## config.mk

```make
export PLATFORM = sky130hd
export DESIGN_NAME = awmr_div_lane
export DESIGN_NICKNAME = d
export VERILOG_FILES = /design/src/design/awmr_pkg.sv /design/src/design/awmr_div_lane.sv
export SDC_FILE = /design/constraint.sdc
export NUM_CORES = 1
export LEC_CHECK = 0
export ABC_CLOCK_PERIOD_IN_PS = 15300
export BUFFER_PORTS_ARGS = -buffer_cell sky130_fd_sc_hd__buf_2
export CORE_MARGIN = 1
export CORE_UTILIZATION = 33
export DETAILED_ROUTE_END_ITERATION = 12
export PLACE_DENSITY = 0.56
export SYNTH_ARGS = -nofsm -noshare
export SYNTH_HDL_FRONTEND = slang
export SYNTH_SLANG_ARGS = --single-unit
```

## constraint.sdc

```tcl
create_clock -name clock -period 15.3 [get_ports clock]
set_input_delay 0 -clock clock [delete_from_list [all_inputs] [get_ports clock]]
set_output_delay 0 -clock clock [all_outputs]
set_load 0.02 [all_outputs]
```

## src/design/awmr_pkg.sv

```systemverilog
`timescale 1ns / 1ps
package awmr_pkg;

   localparam int NUM_AXES = 3;
   localparam int SAMPLE_W = 16;
   localparam int FRAC_W   = 16;
   localparam int RATIO_W  = 32;
   localparam int RING_W   = NUM_AXES * SAMPLE_W;
   localparam int OUT_W    = NUM_AXES * RATIO_W;
   localparam int FLAG_W   = 2 * NUM_AXES;

   localparam logic [RATIO_W-1:0] RATIO_MAX = {1'b0, {(RATIO_W - 1){1'b1}}};
   localparam logic [RATIO_W-1:0] RATIO_MIN = {1'b1, {(RATIO_W - 1){1'b0}}};

   typedef struct packed {
      logic fetch;
      logic update;
   } win_ctrl_type;

   typedef struct packed {
      logic load;
      logic step;
   } lane_ctrl_type;

   typedef struct packed {
      logic [RATIO_W-1:0] ratio;
      logic               zero_mean;
      logic               clipped;
   } lane_result_type;

endpackage

```

## src/design/awmr_div_lane.sv

```systemverilog
`timescale 1ns / 1ps
module awmr_div_lane
   import awmr_pkg::*;
#(
   parameter int WINDOW_DEPTH = 100
) (
   input  logic                 clock,
   input  lane_ctrl_type        ctrl,
   input  logic signed [SAMPLE_W-1:0] sample,
   input  logic [$clog2(WINDOW_DEPTH+1)-1:0] count,
   input  logic signed [SAMPLE_W+$clog2(WINDOW_DEPTH+1)-1:0] sum,
   output lane_result_type      result
);

   localparam int CountW = $clog2(WINDOW_DEPTH + 1);
   localparam int MagW   = SAMPLE_W + CountW;
   localparam int NumW   = MagW + FRAC_W;

   // num_ff shifts the dividend out at the top and the quotient in at the bottom
   logic [NumW-1:0] num_ff, num_in;
   logic [MagW-1:0] rem_ff, rem_in;
   logic [MagW-1:0] div_ff, div_in;
   logic negative_ff, negative_in;
   logic zero_ff, zero_in;

   logic [SAMPLE_W-1:0] sample_mag;
   logic [MagW-1:0]     sum_mag;
   logic [MagW-1:0]     prod;
   logic [MagW:0]       shifted;
   logic [MagW:0]       trial;
   logic                fits;
   logic                pos_over;
   logic                neg_over;

   always_comb begin
      sample_mag = sample[SAMPLE_W-1] ? SAMPLE_W'(-sample) : SAMPLE_W'(sample);
      sum_mag    = sum[MagW-1] ? MagW'(-sum) : MagW'(sum);
      prod       = MagW'(sample_mag) * MagW'(count);
      shifted    = {rem_ff, num_ff[NumW-1]};
      fits       = (shifted >= {1'b0, div_ff});
      trial      = shifted - {1'b0, div_ff};

      num_in      = num_ff;
      rem_in      = rem_ff;
      div_in      = div_ff;
      negative_in = negative_ff;
      zero_in     = zero_ff;
      if (ctrl.load) begin
         num_in      = {prod, {FRAC_W{1'b0}}};
         rem_in      = '0;
         div_in      = sum_mag;
         negative_in = sample[SAMPLE_W-1] ^ sum[MagW-1];
         zero_in     = (sum == '0);
      end else if (ctrl.step) begin
         num_in = {num_ff[NumW-2:0], fits};
         rem_in = fits ? trial[MagW-1:0] : shifted[MagW-1:0];
      end
   end

   always_ff @(posedge clock) begin
      num_ff      <= num_in;
      rem_ff      <= rem_in;
      div_ff      <= div_in;
      negative_ff <= negative_in;
      zero_ff     <= zero_in;
   end

   // saturation to q15.16
   always_comb begin
      pos_over = |num_ff[NumW-1:RATIO_W-1];
      neg_over = (|num_ff[NumW-1:RATIO_W])
               || (num_ff[RATIO_W-1] && (|num_ff[RATIO_W-2:0]));
      result.zero_mean = 1'b0;
      result.clipped   = 1'b0;
      if (zero_ff) begin
         result.ratio     = '0;
         result.zero_mean = 1'b1;
      end else if (negative_ff) begin
         if (neg_over) begin
            result.ratio   = RATIO_MIN;
            result.clipped = 1'b1;
         end else begin
            result.ratio = RATIO_W'(-num_ff[RATIO_W-1:0]);
         end
      end else begin
         if (pos_over) begin
            result.ratio   = RATIO_MAX;
            result.clipped = 1'b1;
         end else begin
            result.ratio = num_ff[RATIO_W-1:0];
         end
      end
   end

endmodule
```

### Yosys cells after proc, flatten, opt, wreduce, memory -nomap -nowiden

Index checks and enable logic that the tools add are counted.

| word-level totals | value |
|---|---|
| flip-flop bits (word level) | 87 |
| output and inout port bits | 34 |

| cells by class | value |
|---|---|
| $add $sub $neg | 4 |
| $mul | 1 |
| order comparisons | 1 |
| mux-type cells | 14 |
| bitwise operators | 1 |
| reductions and logical operators | 7 |

Operators by type and width:

| operator | count |
|---|---|
| 2-to-1 mux 32 bit | 4 |
| 2-to-1 mux 39 bit | 2 |
| negator 32 bit | 1 |
| OR reduction 31 bit | 1 |
| greater-or-equal comparator 24 x 23 -> 1 bit | 1 |
| zero test 23 bit | 1 |
| multiplier 16 x 7 -> 23 bit | 1 |
| 2-to-1 mux 23 bit | 1 |
| negator 23 bit | 1 |
| subtractor 23 bit | 1 |
| 2-to-1 mux 22 bit | 1 |
| 2-to-1 mux 16 bit | 1 |
| negator 16 bit | 1 |
| OR reduction 8 bit | 1 |
| OR reduction 7 bit | 1 |
| 2-to-1 mux 1 bit | 5 |
| nonzero test 2 bit | 1 |
| logical AND 1 bit | 1 |
| logical OR 1 bit | 1 |
| XOR 1 bit | 1 |

### Depth between registers and ports, before layout

| depth | value |
|---|---|
| word-level depth | 6 |
| depth in mapped cells | 23 |
| depth with buffers taken out | 23 |

### Worst setup path after synthesis

No wires, ideal clock.

| timing | value |
|---|---|
| kind | in2reg |
| start point | input sample[6] |
| end point | register num_ff[38], data pin |
| library setup time | 0.256 ns |
| arrival | 5.531 ns |
| required time | 15.044 ns |
| path slack | 9.512 ns |
| stages | 22 |
| path buffers | 0 |
| path through | or4_1 > nor4_1 > nand2b_1 > or4_1 > o21ai_0 > xor2_1 > nor2b_1 > fa_1 > fa_1 > fa_1 > inv_1 > fa_1 > inv_1 > ha_1 > nand2_1 > o211a_1 > o21ai_0 > a31oi_1 > nor2_1 > o41ai_1 > xnor2_1 > a22o_1 |

| between the ends | value |
|---|---|
| longest elaborated chain between the ends | 4 |

RTL lines:

| what | line | text |
|---|---|---|
| start, declared | awmr_div_lane.sv:9 | `input logic signed [SAMPLE_W-1:0] sample,` |
| negator 16 bit | awmr_div_lane.sv:36 | `sample_mag = sample[SAMPLE_W-1] ? SAMPLE_W'(-sample) : SAMPLE_W'(sample);` |
| 2-to-1 mux 16 bit * | awmr_div_lane.sv:36 |  |
| multiplier 16 x 7 -> 23 bit * | awmr_div_lane.sv:38 | `prod = MagW'(sample_mag) * MagW'(count);` |
| 2-to-1 mux 39 bit * | awmr_div_lane.sv:48 | `if (ctrl.load) begin` |
| via num_in[38] | awmr_div_lane.sv:20 | `logic [NumW-1:0] num_ff, num_in;` |
| end signal, assigned | awmr_div_lane.sv:61 | `num_ff <= num_in;` |
| end, declared | awmr_div_lane.sv:20 |  |

Mark *: on every way through the listed nets, which the timed path passes. The rest lies on a longest branch.
A chain may end at the register's enable or synchronous reset.

### Worst setup path after layout

| timing | value |
|---|---|
| start point | input sample[3] |
| end point | register num_ff[38], data pin |

The elaborated chain is that of the path after synthesis.

==> flow_metrics.env <==
export IMPL_status="completed"
export IMPL_dp_hpwl_um=18340
export IMPL_finalClockSkew_ns=0.007045
export IMPL_wl_per_cell_um=14.97
export IMPL_cts_tree="done"
export IMPL_crit_start="sample[3]"
export IMPL_critPathKind="in -> reg"
export IMPL_synth_simple_area_share_pct=21.20
export IMPL_internal_power_uw=834.7
export IMPL_synth_area_leaders="edfxtp_1 14%, fa_1 14%, ha_1 8.4%"
export IMPL_period_share_pct=38.96
export IMPL_layout_nets=1396
export IMPL_synth_area_um2=9945
export IMPL_finalInstanceArea_um2=11130
export IMPL_ys_types=68
export IMPL_drtIter0Drc=342
export IMPL_grt_ovfl_total=0
export IMPL_yosys_most_used_dff="edfxtp_1"
export IMPL_setup_viol=0
export IMPL_grt_max_degree=65
export IMPL_ys_warn_count=0
export IMPL_synth_edf_count=48
export IMPL_nFillCells=3088
export IMPL_cp_arrival_ns=6.05
export IMPL_drc=0
export IMPL_placed_area_um2=10680
export IMPL_tightest_slew_ns=1.004
export IMPL_cts_hold_buffers=15
export IMPL_clkTransAtPathRegs_ns=0.07
export IMPL_clock_latency_ns=0.34
export IMPL_synth_xor_area_share_pct=5.901
export IMPL_finalMaxSlewViolations=0
export IMPL_maxCapViolations=0
export IMPL_num_antenna_cells=0
export IMPL_fmax_mhz=167.8
export IMPL_cts_sinks=87
export IMPL_die_y_um=175.6
export IMPL_reg2reg_slack_ns=11.58
export IMPL_instances_no_fill=1605
export IMPL_synth_adder_area_share_pct=22.52
export IMPL_muxShareOfSynthArea_pct=3.535
export IMPL_first_pass_iters=5
export IMPL_final_util_pct=37.55
export IMPL_row_count=63
export IMPL_p_leak_nw=4.806
export IMPL_clockBufferDepth=2
export IMPL_htree_levels=3
export IMPL_endpoint="num_ff[38]"
export IMPL_cp_required_ns=15.39
export IMPL_postCtsSetupRepairBufs=0
export IMPL_syn_nets=1334
export IMPL_period_needed_ns=5.961
export IMPL_vias=8166
export IMPL_layout_commonest_cell="inv_1"
export IMPL_syn_instance_count=1148
export IMPL_place_gp_congestion=0.8619
export IMPL_cts_made_buffers=9
export IMPL_cp_slowest_cell="or4_1"
export IMPL_pwr_share_seq_pct=23.3
export IMPL_synth_top_family_by_area="adder cells"
export IMPL_multiInputGateArea_um2=7078
export IMPL_crit_chain="buf_2, or4_1, nor4_1, nand2b_1, or4_1, o21ai_0, xor2_1, nor2b_1, fa_1, fa_1, fa_1, inv_1, fa_1, inv_1, ha_1, nand2_1, o211a_1, o21ai_0, a31oi_1, nor2_1, o41ai_1, xnor2_1, a22o_1"
export IMPL_hp_class="in -> reg"
export IMPL_fp_dieW_um=175.6
export IMPL_ys_ff_latch=87
export IMPL_r2r_cells=11
export IMPL_fp_coreArea_um2=29640
export IMPL_synth_top_cell_by_area="edfxtp_1"
export IMPL_crit_fanout=7
export IMPL_synth_top_cell_area_share_pct=14.49
export IMPL_pin_count=83
export IMPL_p_clk_share_pct=15.0
export IMPL_cp_start_kind="input port"
export IMPL_p_per_area_nw_per_um2=134.5
export IMPL_final_hold_viol_count=0
export IMPL_grt_pass1_vias=7893
export IMPL_layout_setup_ws_ns=9.339
export IMPL_die_area_um2=30830
export IMPL_r2r_start="num_ff[38]"
export IMPL_synthArstFlopShare_pct=0
export IMPL_most_common_layout_cells="117 x inv_1, 103 x nor2_1, 84 x nor2b_1"
export IMPL_tns_ns=0
export IMPL_r2r_end="rem_ff[13]"
export IMPL_p_sw_uw=662.3
export IMPL_seq_area_frac_synth_pct=22.35
export IMPL_synthToLayoutAreaGrowth_pct=11.91
export IMPL_postRouteAntennaNets=0
export IMPL_antenna_found_initial=0
export IMPL_cts_resized=0
export IMPL_irDropWorstVdd_mv=0.06460
export IMPL_place_ws_ns=8.975
export IMPL_max_slew_margin_rel_pct=33.07
export IMPL_grt_pass1_wl_um=39700
export IMPL_cts_root_buf="clkbuf_16"
export IMPL_vias_per_cell=5.088
export IMPL_wl_um=24020
export IMPL_portBuffers=82
export IMPL_comb_power_share_pct=61.7
export IMPL_rsz0062_at_grt="no"
export IMPL_avgSynthCellArea_um2=8.662
export IMPL_start_util_pct=33.55
export IMPL_post_place_cells=1574
export IMPL_track_usage_pct=15.68
export IMPL_synth_compound_area_share_pct=17.94
export IMPL_max_stage_delay_ns=0.57
export IMPL_regArea_um2=2222
export IMPL_drive_gt1_share_pct=10.62
export IMPL_p_sw_share_pct=44.24
export IMPL_crit_top_cell="fa_1"
export IMPL_end_kind="register"
[per-layer routing]
layer	up-vias	routed length, µm	global-route usage, %
met5	-	0	0
met4	0	367	4.493
met3	20	446	1.061
met2	104	10800	25.66
met1	3900	12410	22.15
li1	4142	-	-
[registers in the layout (all words and copies together), names as in the netlist]
name         flops
zero_ff          1
negative_ff      1
div_ff          23
num_ff          39
rem_ff          23
[critical path: cells and delay by family]
family	cells	cell delay, ns
adder cells (fa/ha/maj)	5	2.39
AND/OR/NAND/NOR	7	1.75
AO/OA/AOI/OAI	6	1.13
XOR/XNOR	2	0.55
buffers and inverters	3	0.22
[per-stage QoR]
| stage | hold WS, ns | power [mW] |
|---|---|---|
| 2_1_floorplan | 0.09887 | 1.072 |
| 3_3_place_gp | 0.2530 | 1.263 |
| 3_5_place_dp | 0.2555 | 1.272 |
| 4_1_cts | 0.002077 | 1.510 |
| 5_1_grt | 0.006147 | 1.645 |
| 6_report | 0.01343 | 1.497 |
[area by class of cell]
cell class                 count  share of cell area (%)
multi-input combinational    893                   63.60
sequential                    87                   19.97
timing repair buffer         102                   5.396
tap                          390                   4.384
inverter                     117                   3.946
clock buffer                  12                   2.215
clock inverter                 4                  0.4947
[worst min-delay path by stage]
stage	startpoint	endpoint	slack, ns	cells after the start
floorplan	sum[0]	div_ff[0]	0.1	0
global placement	sum[0]	div_ff[0]	0.25	1
detailed placement	sum[0]	div_ff[0]	0.26	1
CTS	sum[12]	div_ff[12]	0.002	2
global route	sum[10]	div_ff[10]	0.006	2
finish	sum[14]	div_ff[14]	0.01	2
[cells by family after synthesis]
family | count (synthesis)
simple gates | 401
compound gates | 253
buf+inv | 168
fa+ha+maj | 137
flops | 87
xor+xnor | 67
mux | 35
[power groups by stage]
stage                     Combinational (mW)  Sequential [mW]  Clock (mW)
after floorplan                        0.735            0.337           0
after global placement                 0.910            0.353           0
after detailed placement               0.918            0.354           0
after CTS                              0.928            0.349       0.233
after global routing                    1.05            0.355       0.240
final                                  0.924            0.349       0.224
[cell usage after synthesis (all sizes together), types with 6 or more instances]
cell,count
nor2,103
inv,117
o211ai,10
a311oi,18
nand2,70
edfxtp,48
buf,9
nand3,18
a211oi,25
a31oi,13
fa,70
nor4,8
o41ai,7
o31ai,11
nand4,8
xor2,29
nor3,28
a22o,18
or4,8
ha,67
nor2b,85
mux2i,34
dfxtp,39
o21a,6
a21oi,56
o22ai,8
xnor2,38
a21o,14
o21ai,42
and2,15
nand2b,29
clkbuf,42
or3,12
Note: power is estimated with default switching activity, not from simulation.
